[src/rtl/hlx_pkg.sv]
// Package for the href link extractor: transaction structs, scan phase codes,
// character constants and small matching helpers.
// Depends on nothing; used by hlx_scan and html_href_link_extractor.
`default_nettype none

package hlx_pkg;

	// Field widths of the result transaction
	localparam int OFFSET_BITS = 24;
	localparam int LENGTH_BITS = 12;

	// Number of letters in "javascript"
	localparam logic [3:0] SCRIPT_LEN = 4'd10;

	// Character codes
	localparam logic [7:0] CH_LT    = 8'h3C; // '<'
	localparam logic [7:0] CH_GT    = 8'h3E; // '>'
	localparam logic [7:0] CH_EQ    = 8'h3D; // '='
	localparam logic [7:0] CH_HASH  = 8'h23; // '#'
	localparam logic [7:0] CH_DQ    = 8'h22; // '"'
	localparam logic [7:0] CH_SQ    = 8'h27; // '\''
	localparam logic [7:0] CH_SPACE = 8'h20;
	localparam logic [7:0] CH_TAB   = 8'h09;
	localparam logic [7:0] CH_A_LO  = 8'h61; // 'a'
	localparam logic [7:0] CH_A_UP  = 8'h41; // 'A'
	localparam logic [7:0] CH_H_LO  = 8'h68; // 'h'
	localparam logic [7:0] CASE_BIT = 8'h20;

	typedef enum logic [2:0] {
		PH_IDLE,
		PH_LT,
		PH_SP1,
		PH_KEY,
		PH_SP2,
		PH_SP3,
		PH_LINK
	} scan_phase_t;

	typedef struct packed {
		logic [7:0] data_byte;
		logic       last_byte;
	} item_t;

	typedef struct packed {
		logic [OFFSET_BITS-1:0] link_start;
		logic [LENGTH_BITS-1:0] link_length;
		logic                   link_quoted;
	} link_t;

	function automatic logic is_blank(input logic [7:0] b);
		return (b == CH_SPACE) || (b == CH_TAB);
	endfunction

	function automatic logic is_quote(input logic [7:0] b);
		return (b == CH_DQ) || (b == CH_SQ);
	endfunction

	// Lower-case letters of "href"
	function automatic logic [7:0] href_char(input logic [1:0] idx);
		logic [7:0] c;
		case (idx)
			2'd0:    c = 8'h68;
			2'd1:    c = 8'h72;
			2'd2:    c = 8'h65;
			default: c = 8'h66;
		endcase
		return c;
	endfunction

	// Lower-case letters of "javascript"
	function automatic logic [7:0] script_char(input logic [3:0] idx);
		logic [7:0] c;
		case (idx)
			4'd0:    c = 8'h6A;
			4'd1:    c = 8'h61;
			4'd2:    c = 8'h76;
			4'd3:    c = 8'h61;
			4'd4:    c = 8'h73;
			4'd5:    c = 8'h63;
			4'd6:    c = 8'h72;
			4'd7:    c = 8'h69;
			4'd8:    c = 8'h70;
			4'd9:    c = 8'h74;
			default: c = 8'h00;
		endcase
		return c;
	endfunction

	// Phase after a mismatch: a '<' opens a new tag
	function automatic scan_phase_t rescan(input logic [7:0] b);
		return (b == CH_LT) ? PH_LT : PH_IDLE;
	endfunction

endpackage

`default_nettype wire

[src/rtl/hlx_scan.sv]
// Byte scanner for the href link extractor: phase register, link tracking
// registers and the combinational next-state and emit logic.
// Depends on hlx_pkg.
`default_nettype none

module hlx_scan (
	input  wire             clk,
	input  wire             arst_n,
	input  wire             take,
	input  wire hlx_pkg::item_t item,
	output logic            res_valid,
	output hlx_pkg::link_t  res
);
	import hlx_pkg::*;

	localparam logic [OFFSET_BITS-1:0] OFF_MAX = {OFFSET_BITS{1'b1}};
	localparam logic [LENGTH_BITS-1:0] LEN_MAX = {LENGTH_BITS{1'b1}};

	scan_phase_t            ph_q, ph_d;
	logic [OFFSET_BITS-1:0] off_q;
	logic [OFFSET_BITS-1:0] st_q, st_d;
	logic [LENGTH_BITS-1:0] run_q, run_d;
	logic                   qt_q, qt_d;
	logic [1:0]             kp_q, kp_d;
	logic [3:0]             sp_q, sp_d;
	logic                   sm_q, sm_d;
	logic                   hf_q, hf_d;

	logic [7:0] b;
	logic [7:0] b_lc;
	logic       add_char;
	logic       term_hit;
	logic       is_script;
	logic       emit_hit;

	assign b    = item.data_byte;
	assign b_lc = item.data_byte | CASE_BIT;

	// Next state for one byte
	always_comb begin
		ph_d     = ph_q;
		st_d     = st_q;
		run_d    = run_q;
		qt_d     = qt_q;
		kp_d     = kp_q;
		sp_d     = sp_q;
		sm_d     = sm_q;
		hf_d     = hf_q;
		add_char = 1'b0;
		term_hit = 1'b0;

		case (ph_q)
			PH_LT: begin
				if (b == CH_A_LO || b == CH_A_UP) begin
					ph_d = PH_SP1;
				end else begin
					ph_d = rescan(b);
				end
			end
			PH_SP1: begin
				if (is_blank(b)) begin
					ph_d = PH_SP1;
				end else if (b_lc == CH_H_LO) begin
					kp_d = 2'd1;
					ph_d = PH_KEY;
				end else begin
					ph_d = rescan(b);
				end
			end
			PH_KEY: begin
				if (b_lc == href_char(kp_q)) begin
					if (kp_q == 2'd3) begin
						kp_d = 2'd0;
						ph_d = PH_SP2;
					end else begin
						kp_d = kp_q + 2'd1;
					end
				end else begin
					kp_d = 2'd0;
					ph_d = rescan(b);
				end
			end
			PH_SP2: begin
				if (is_blank(b)) begin
					ph_d = PH_SP2;
				end else if (b == CH_EQ) begin
					ph_d = PH_SP3;
				end else begin
					ph_d = rescan(b);
				end
			end
			PH_SP3: begin
				if (is_blank(b)) begin
					ph_d = PH_SP3;
				end else if (b == CH_GT) begin
					ph_d = PH_IDLE;
				end else begin
					// open a link; an unquoted one starts with this byte
					run_d    = '0;
					qt_d     = is_quote(b);
					sp_d     = '0;
					sm_d     = 1'b0;
					hf_d     = 1'b0;
					ph_d     = PH_LINK;
					add_char = !is_quote(b);
				end
			end
			PH_LINK: begin
				if (qt_q ? is_quote(b) : (is_blank(b) || b == CH_GT)) begin
					term_hit = 1'b1;
					ph_d     = PH_IDLE;
				end else begin
					add_char = 1'b1;
				end
			end
			default: begin
				ph_d = rescan(b);
			end
		endcase

		// Link character bookkeeping
		if (add_char) begin
			if (run_d == '0) begin
				st_d = off_q;
				hf_d = (b == CH_HASH);
			end
			if (run_d != LEN_MAX) begin
				run_d = run_d + 1'b1;
			end
			if (!sm_d && sp_d < SCRIPT_LEN) begin
				if (b_lc == script_char(sp_d)) begin
					sp_d = sp_d + 4'd1;
				end else begin
					sm_d = 1'b1;
				end
			end
		end

		// Emit on a terminator, or at document end with a link open
		is_script = !sm_d && (sp_d >= SCRIPT_LEN);
		emit_hit  = term_hit || (item.last_byte && ph_d == PH_LINK);
		res_valid = take && emit_hit && (run_d != '0) && !hf_d && !is_script;
		res.link_start  = st_d;
		res.link_length = run_d;
		res.link_quoted = qt_d;
	end

	// State registers; document end returns everything to reset
	always_ff @(posedge clk or negedge arst_n) begin
		if (!arst_n) begin
			ph_q  <= PH_IDLE;
			off_q <= '0;
			st_q  <= '0;
			run_q <= '0;
			qt_q  <= 1'b0;
			kp_q  <= '0;
			sp_q  <= '0;
			sm_q  <= 1'b0;
			hf_q  <= 1'b0;
		end else if (take) begin
			if (item.last_byte) begin
				ph_q  <= PH_IDLE;
				off_q <= '0;
				st_q  <= '0;
				run_q <= '0;
				qt_q  <= 1'b0;
				kp_q  <= '0;
				sp_q  <= '0;
				sm_q  <= 1'b0;
				hf_q  <= 1'b0;
			end else begin
				ph_q  <= ph_d;
				st_q  <= st_d;
				run_q <= run_d;
				qt_q  <= qt_d;
				kp_q  <= kp_d;
				sp_q  <= sp_d;
				sm_q  <= sm_d;
				hf_q  <= hf_d;
				if (off_q != OFF_MAX) begin
					off_q <= off_q + 1'b1;
				end
			end
		end
	end

`ifndef SYNTHESIS
	// keyword progress only lives inside the href match
	assert property (@(posedge clk) disable iff (!arst_n)
		(kp_q != 2'd0) |-> (ph_q == PH_KEY))
		else $error("href progress outside keyword phase");

	// javascript progress never runs past the word
	assert property (@(posedge clk) disable iff (!arst_n)
		sp_q <= SCRIPT_LEN)
		else $error("script progress overflow");

	// document end clears the offset
	assert property (@(posedge clk) disable iff (!arst_n)
		(take && item.last_byte) |=> (off_q == '0 && ph_q == PH_IDLE))
		else $error("state not cleared after document end");
`endif

endmodule

`default_nettype wire

[src/rtl/html_href_link_extractor.sv]
// Top level of the href link extractor: input handshake, byte scanner and
// output register with skid stage. Depends on hlx_pkg and hlx_scan.
//
// Usage:
//   item channel: one document byte per transaction (data_byte, last_byte),
//   accepted when item_valid is high and item_stall is low.
//   link channel: one transaction per reported link (link_start,
//   link_length, link_quoted), taken when link_valid is high and link_stall
//   is low.
//   Throughput: one byte per cycle while item_stall is low. The scanner
//   updates its phase and link registers in the cycle a byte is accepted.
//   Output: the byte that closes a link (its terminator, or the byte
//   flagged last_byte) loads it into the output or skid register.
//   Stall: a result held by link_stall is kept in the output register; one
//   more result fits in the skid register, after which item_stall rises
//   until the output drains.
//   Reset: arst_n clears the scan phase, byte offset and both output slots;
//   the block is ready for a new document right after reset, and again
//   after every byte flagged last_byte.
`default_nettype none

module html_href_link_extractor (
	input  wire             clk,
	input  wire             arst_n,
	input  wire             item_valid,
	output logic            item_stall,
	input  wire hlx_pkg::item_t item,
	output logic            link_valid,
	input  wire             link_stall,
	output hlx_pkg::link_t  link
);
	import hlx_pkg::*;

	logic  take;
	logic  res_valid;
	link_t res;

	logic  out_valid_q;
	link_t out_q;
	logic  skid_valid_q;
	link_t skid_q;
	logic  out_free;

	assign item_stall = skid_valid_q;
	assign take       = item_valid && !item_stall;
	assign out_free   = !out_valid_q || !link_stall;
	assign link_valid = out_valid_q;
	assign link       = out_q;

	hlx_scan u_scan (
		.clk       (clk),
		.arst_n    (arst_n),
		.take      (take),
		.item      (item),
		.res_valid (res_valid),
		.res       (res)
	);

	// Output and skid valid flags
	always_ff @(posedge clk or negedge arst_n) begin
		if (!arst_n) begin
			out_valid_q  <= 1'b0;
			skid_valid_q <= 1'b0;
		end else if (out_free) begin
			out_valid_q  <= skid_valid_q || res_valid;
			skid_valid_q <= 1'b0;
		end else if (res_valid) begin
			skid_valid_q <= 1'b1;
		end
	end

	// Output and skid payload
	always_ff @(posedge clk) begin
		if (out_free) begin
			out_q <= skid_valid_q ? skid_q : res;
		end else if (res_valid) begin
			skid_q <= res;
		end
	end

`ifndef SYNTHESIS
	// skid holds data only behind a full output register
	assert property (@(posedge clk) disable iff (!arst_n)
		skid_valid_q |-> out_valid_q)
		else $error("skid full while output empty");

	// a new result never arrives while the skid is occupied
	assert property (@(posedge clk) disable iff (!arst_n)
		skid_valid_q |-> !res_valid)
		else $error("result produced with skid full");

	// reported links are never empty
	assert property (@(posedge clk) disable iff (!arst_n)
		out_valid_q |-> (out_q.link_length != '0))
		else $error("empty link reported");
`endif

endmodule

`default_nettype wire
[config.mk]
export PLATFORM = sky130hd
export DESIGN_NAME = html_href_link_extractor
export DESIGN_NICKNAME = d
export VERILOG_FILES = /design/src/rtl/hlx_pkg.sv /design/src/rtl/hlx_scan.sv /design/src/rtl/html_href_link_extractor.sv
export SDC_FILE = /design/constraint.sdc
export NUM_CORES = 1
export LEC_CHECK = 0
export BUFFER_PORTS_ARGS = -buffer_cell sky130_fd_sc_hd__buf_2
export CAP_MARGIN = 20
export CORE_MARGIN = 4
export CORE_UTILIZATION = 61
export DETAILED_ROUTE_END_ITERATION = 8
export PLACE_DENSITY_LB_ADDON = 0.1
export SETUP_SLACK_MARGIN = 0.02
export SLEW_MARGIN = 10
export SYNTH_ARGS = -nofsm -noshare
export SYNTH_HDL_FRONTEND = slang
export SYNTH_SLANG_ARGS = --single-unit
[constraint.sdc]
create_clock -name clk -period 6.4 [get_ports clk]
set_input_delay 1.92 -clock clk [delete_from_list [all_inputs] [get_ports clk]]
set_output_delay 1.92 -clock clk [all_outputs]
set_load 0.01 [all_outputs]
Word-level counts from Yosys, hierarchy flattened

Memory sizes are Yosys's and may differ from the RTL's.
Cells that the tools add are included.

Add/subtract/negate cells: 4
$mul: 0
Div/mod/pow operators: 0
Magnitude comparators: 2
Eq/ne operators: 27
Shifts and indexed selects: 0
Multiplexer cells: 68
Bitwise operators: 1
Reduce and logical (&&, ||, !) cells: 32

Operators with widths:

| operator                                                         | number |
|---|---|
| 24-bit 2-to-1 mux                                                | 5 |
| 12-bit 2-to-1 mux                                                | 6 |
| 8-bit by 6-bit == test with 1-bit output (second input constant) | 7 |
| 37-bit 2-to-1 mux                                                | 1 |
| 3-bit 2-to-1 mux                                                 | 11 |
| 4-bit 2-to-1 mux                                                 | 7 |
| 1-bit 2-to-1 mux                                                 | 26 |
| 24-bit by 1-bit adder with 24-bit output (second input constant) | 1 |
| 8-bit 2-to-1 mux                                                 | 3 |
| 24-bit inequality test (second input constant)                   | 1 |
| 3-bit case mux with 6 select lines                               | 1 |
| 8-bit by 7-bit == test with 1-bit output (second input constant) | 2 |
| 8-bit == test                                                    | 2 |
| 5-bit case mux with 3 select lines                               | 1 |
| 12-bit by 1-bit adder with 12-bit output (second input constant) | 1 |
| 3-bit == test (second input constant)                            | 4 |
| 12-bit zero test                                                 | 1 |
| 12-bit inequality test (second input constant)                   | 1 |
| 12-bit nonzero test                                              | 1 |
| 2-bit 2-to-1 mux                                                 | 5 |
| 8-bit by 4-bit == test with 1-bit output (second input constant) | 1 |
| 1-bit logical AND                                                | 8 |
| 1-bit zero test                                                  | 8 |
| 7-bit by 6-bit == test with 1-bit output (second input constant) | 1 |
| 19 further kinds                                                 | 29 |

Register bits after elaboration: 148
Latch bits: 0
Memory bits (writable): 0
Bits in read-only memories: 112
Output and inout bits: 39
Memories: 1

Memory list:

| name             | depth | width | rd ports | clocked after memory_dff | wr ports | line          | RTL |
|---|---|---|---|---|---|---|---|
| (name not given) | 16    | 7     | 1        | 0                        | 0        | hlx_pkg.sv:73 | `case (idx)` |

Logic depth before layout (Yosys ltp)

Depth in word-level cells: 18
Mapped depth: 17

Hierarchy

Synthesis repeated with hierarchy kept, for this count alone.

Cells, all modules: 657
Area total of the unflattened synthesis: 7696.1 sq um

By module, submodules not included:

| module                   | instances | cells each | area an instance (sq um) | sequential area each (sq um) |
|---|---|---|---|---|
| hlx_scan                 | 1         | 535        | 4927.2                   | 1801.7 |
| html_href_link_extractor | 1         | 122        | 2768.9                   | 2272.2 |

Worst setup path after synthesis

OpenSTA, ideal clock, no wires.

Kind: input to register
Start point: input port item[5] (netlist bit)
End point: register skid_q[0] (netlist bit) (enable)
Library setup time: 431 ps
Data arrival time: 6374 ps
Required time: 5969 ps
Slack: -406 ps
Stages: 17
Buffers on the path: 3
Cell sequence: buf_4 nor3_1 o211ai_2 nand3_1 clkbuf_1 nand2_1 inv_1 ha_1 and2_1 nand4_1 a22o_1 and3_1 clkbuf_1 a221o_1 o311ai_0 o41ai_2 nor2_1

Longest elaborated chain between the ends: 16

RTL lines:

| item                                                                        | line                            | RTL |
|---|---|---|
| start, declared                                                             | html_href_link_extractor.sv:27  | `input wire hlx_pkg::item_t item,` |
| 8-bit by 6-bit == test with 1-bit output (tied with other cells)            | hlx_scan.sv:95, hlx_scan.sv:109 |  |
| 4-bit 2-to-1 mux / 1-bit logical OR (equally long branches)                 | hlx_scan.sv:95, hlx_pkg.sv:51   |  |
| 4-bit 2-to-1 mux                                                            | hlx_scan.sv:93                  | `if (is_blank(b)) begin` |
| 4-bit 2-to-1 mux                                                            | hlx_scan.sv:52                  | `case (ph_q)` |
| memory read 16 x 7 bit                                                      | --                              |  |
| 8-bit 2-to-1 mux                                                            | hlx_scan.sv:130                 | `if (!sm_d && sp_d < SCRIPT_LEN) begin` |
| 8-bit 2-to-1 mux                                                            | hlx_scan.sv:122                 | `if (add_char) begin` |
| 8-bit == test                                                               | hlx_scan.sv:131                 | `if (b_lc == script_char(sp_d)) begin` |
| 4-bit 2-to-1 mux / 1-bit 2-to-1 mux (equally long branches)                 | hlx_scan.sv:131                 |  |
| 4-bit 2-to-1 mux / 1-bit 2-to-1 mux (equally long branches)                 | hlx_scan.sv:130                 |  |
| 4-bit 2-to-1 mux / 1-bit 2-to-1 mux (equally long branches)                 | hlx_scan.sv:122                 |  |
| 4-bit greater-or-equal comparator / 1-bit zero test (equally long branches) | hlx_scan.sv:140                 | `is_script = !sm_d && (sp_d >= SCRIPT_LEN);` |
| 1-bit logical AND                                                           | hlx_scan.sv:140                 |  |
| 1-bit zero test                                                             | hlx_scan.sv:142                 | `res_valid = take && emit_hit && (run_d != '0) && !hf_d && !is_script;` |
| 1-bit logical AND (*)                                                       | hlx_scan.sv:142                 |  |
| 2-bit AND reduction (no source line) (*)                                    | --                              |  |
| end signal, assigned                                                        | html_href_link_extractor.sv:77  | `skid_q <= res;` |
| end, declared                                                               | html_href_link_extractor.sv:41  | `link_t skid_q;` |

Mark *: on every way between the ends. The rest lies on a longest branch, timed or not. The select of a mux whose other input is x is not followed.
A chain may end at the register's enable or synchronous reset.

Worst setup path in the final report

Start point: input port item[3] (netlist bit)
End point: register skid_q[2] (netlist bit) (enable)

The elaborated chain is that of the path after synthesis.

==> results.toml <==
[timing]
hold_viol = 0
fmax_ghz = 0.179
worstMarginPinSlew_ns = 0.962
min_period_over_period_pct = 87.4
min_period_ns = 5.59
rsz0062_at_grt = "no"
max-slew-margin-rel_pct = 35.9
maxSlewViolCount = 0
setup_viol = 0
setup_tns_ns = 0
skew_ns = 0.0145

[global_routing]
gr-total-overflow = 0
grt_max_degree = 75
grt_use_total_pct = 26.0
grt_pass1_wl_um = 30000
antenna_found_initial = 0
grt_pass1_vias = 5776

[logic_synthesis]
netlist_instances = 703
yosys-top-cells-count = "dfrtp_1 (74), edfxtp_1 (74), nand2_1 (60)"
synth_top_area_cell = "edfxtp_1"
ys_warn_count = 0
synth_adder_area_share_pct = 2.24
syn_avg_cell_area_sq_um = 11.1
yosysUniqueCellTypes = 68
synth-simple-area-share_pct = 15.6
synth_compound_area_share_pct = 14.3
yosysTopAreaCellShare_pct = 28.4
syn_nets = 730
synthTopCellsByArea = "edfxtp_1 (28%), dfrtp_1 (24%), mux2_2 (8.1%)"
ys_seq_area_share_pct = 52.1
synth-edff-count = 74
synth_xor_area_share_pct = 3.70
synth_ff_type = "edfxtp_1"
synth_top_family_by_area = "simple AND/OR/NAND/NOR gates"
ys_ff_latch = 148
synth-async-reset-ratio_pct = 50.0
synth.cell_area_sq_mm = 0.00781
synthMuxAreaShare_pct = 8.71

[critical_path]
worstSetupStartpointType = "input port"
startpoint = "item[3]"
crit_fanout = 25
critPathKind = "input port to flop"
r2r_end = "skid_q[2]"
ff2ff_setup_slack_ns = 1.95
endpoint_kind = "flop"
r2r_start = "u_scan.ph_q[0]"
cp.required_ns = 6.56
crit_path_end = "skid_q[2]"
reg2reg_depth = 15
arrival_ns = 5.76

[placement]
place_congestion = 0.874
place_hpwl_um = 12100
port_buffers = 51

[cts]
cts_setup_buffers = 0
clk_pin_slew_worst_paths_ns = 0.06
cts_buffers = 17
clock-sinks = 148
clock-root-buffer = "clkbuf_16"
clock_latency_ns = 0.42
cts_resized = 0
htree_num_levels = 4
cts_tree = "built"
cts.path.max_buffers = 2
cts_hold_buf = 0

[floorplanning]
core_area_sq_mm = 0.0126
die_h_um = 121
dieArea_sq_mm = 0.0147
initial_core_util_pct = 62.2
ios = 52
rows = 41
die_w_um = 121

[power]
leakagePower_nw = 3.78
finalPower_mw = 2.08
p_clk_share_pct = 46.8
vdd_drop_max_mv = 0.230
swShare_pct = 22.8
power_switching_mw = 0.476
comb_power_share_pct = 4.4
p_per_area_mw_per_mm2 = 235
power.internal_mw = 1.61
pwr-share-seq_pct = 48.8

[final_layout]
fill_cells = 925
antenna_cells = 0
syn_to_final_growth_pct = 13.7
nNetsFinal = 777
drive_above_1_share_pct = 23.2
utilization_pct = 70.7

[route]
initialDrtViolationCount = 536
drc = 0
route.vias.total = 5840
vias_per_cell = 6.25
routedWlPerCell_um = 19.7
ant_nets = 0
drt_pass1_iterations = 6
wirelength_um = 18400

[flow_run]
cap_violations = 0

[hold_path]
min_path_type = "flop to flop"

[run_status]
outcome = "completed"
-- placed cells by master (no fill, tap or decap), drive strengths merged, types with 14 or more instances in the layout --
| cell | synthesis | routed |
|---|---|---|
| dfrtp | 74 | 74 |
| nor3 | 14 | 14 |
| inv | 17 | 20 |
| buf | 8 | 74 |
| edfxtp | 74 | 74 |
| nor2 | 52 | 52 |
| nand2 | 60 | 60 |
| a21oi | 20 | 20 |
| xnor2 | 14 | 14 |
| clkbuf | 38 | 18 |
| xor2 | 19 | 19 |
| mux2 | 56 | 56 |
| nand3 | 18 | 18 |
| a22o | 36 | 36 |
| ha | 14 | 14 |
| o21ai | 33 | 33 |
-- worst min-delay path by stage --
stage,startpoint,to,slack (ns),depth (start not counted)
finish,u_scan.st_q[9],u_scan.st_q[9],0.50,1
global route,u_scan.st_q[2],u_scan.st_q[2],0.51,1
CTS,u_scan.st_q[14],u_scan.st_q[14],0.50,1
detailed placement,u_scan.st_q[17],u_scan.st_q[17],0.48,1
global placement,u_scan.st_q[12],u_scan.st_q[12],0.48,1
floorplan,u_scan.st_q[23],u_scan.st_q[23],0.47,1
-- kinds of logic after synthesis --
group,count (synthesis)
xor gates and xnor gates,33
and+or+nand+nor,232
buffers and inverters,64
DFF,148
adders and majority gates,14
muxes,61
AOI/OAI and AO/OA,151
-- sequential cells by signal, summed over array words and instances (netlist names) --
name	flops
u_scan.ph_q	3
u_scan.st_q	24
u_scan.kp_q	2
u_scan.sm_q	1
u_scan.run_q	12
u_scan.qt_q	1
link	37
item_stall	1
u_scan.hf_q	1
u_scan.off_q	24
link_valid	1
skid_q	37
u_scan.sp_q	4
-- cell type report --
| class | instances | area [sq um] | share of cell area (%) |
|---|---|---|---|
| clock inverter | 14 | 151 | 1.70 |
| sequential | 148 | 4070 | 45.9 |
| clock buffer | 18 | 429 | 4.83 |
| tap | 172 | 215 | 2.42 |
| timing repair buffer | 74 | 440 | 4.96 |
| inverter | 18 | 67.6 | 0.761 |
| multi-input combinational | 491 | 3500 | 39.4 |
-- critical path, stage by stage --
cell and delay [ns]:
buf_2 0.27, nand4b_4 0.18, o31a_1 0.38, nand3_1 0.23, and2_1 0.24, inv_1 0.09, buf_4 0.15, ha_1 0.19
a211o_1 0.31, a31o_2 0.22, a221o_1 0.39, a2111oi_4 0.37, a41oi_1 0.21, o41ai_2 0.13, nor2_4 0.22, buf_12 0.24
-- power groups by stage --
stage / clock, mW / combinational, mW / sequential (mW)
after floorplan: 0 / 0.0688 / 1.03
after global placement: 0 / 0.0885 / 1.04
after detailed placement: 0 / 0.0915 / 1.04
after CTS: 0.989 / 0.0920 / 1.02
after global routing: 1.03 / 0.103 / 1.02
final: 0.975 / 0.0914 / 1.02
-- layer usage --
layer,share of wire [%],up-vias,GRT usage [%]
met5,0,-,0
met4,1.2,0,8.05
met2,52,189,44.8
li1,-,2735,-
met1,42,2897,34.1
met3,5.2,19,4.01
-- through the flow --
stage	area (sq um)	setup WS [ns]	hold slack [ns]	cells
after floorplan	7820	0.206	0.467	703
after global placement	8270	0.331	0.482	901
after detailed placement	8300	0.398	0.485	903
after CTS	8880	0.841	0.503	935
after global routing	8880	0.546	0.508	935
final	8880	0.806	0.501	935
Note: power is estimated with default switching activity, not from simulation.
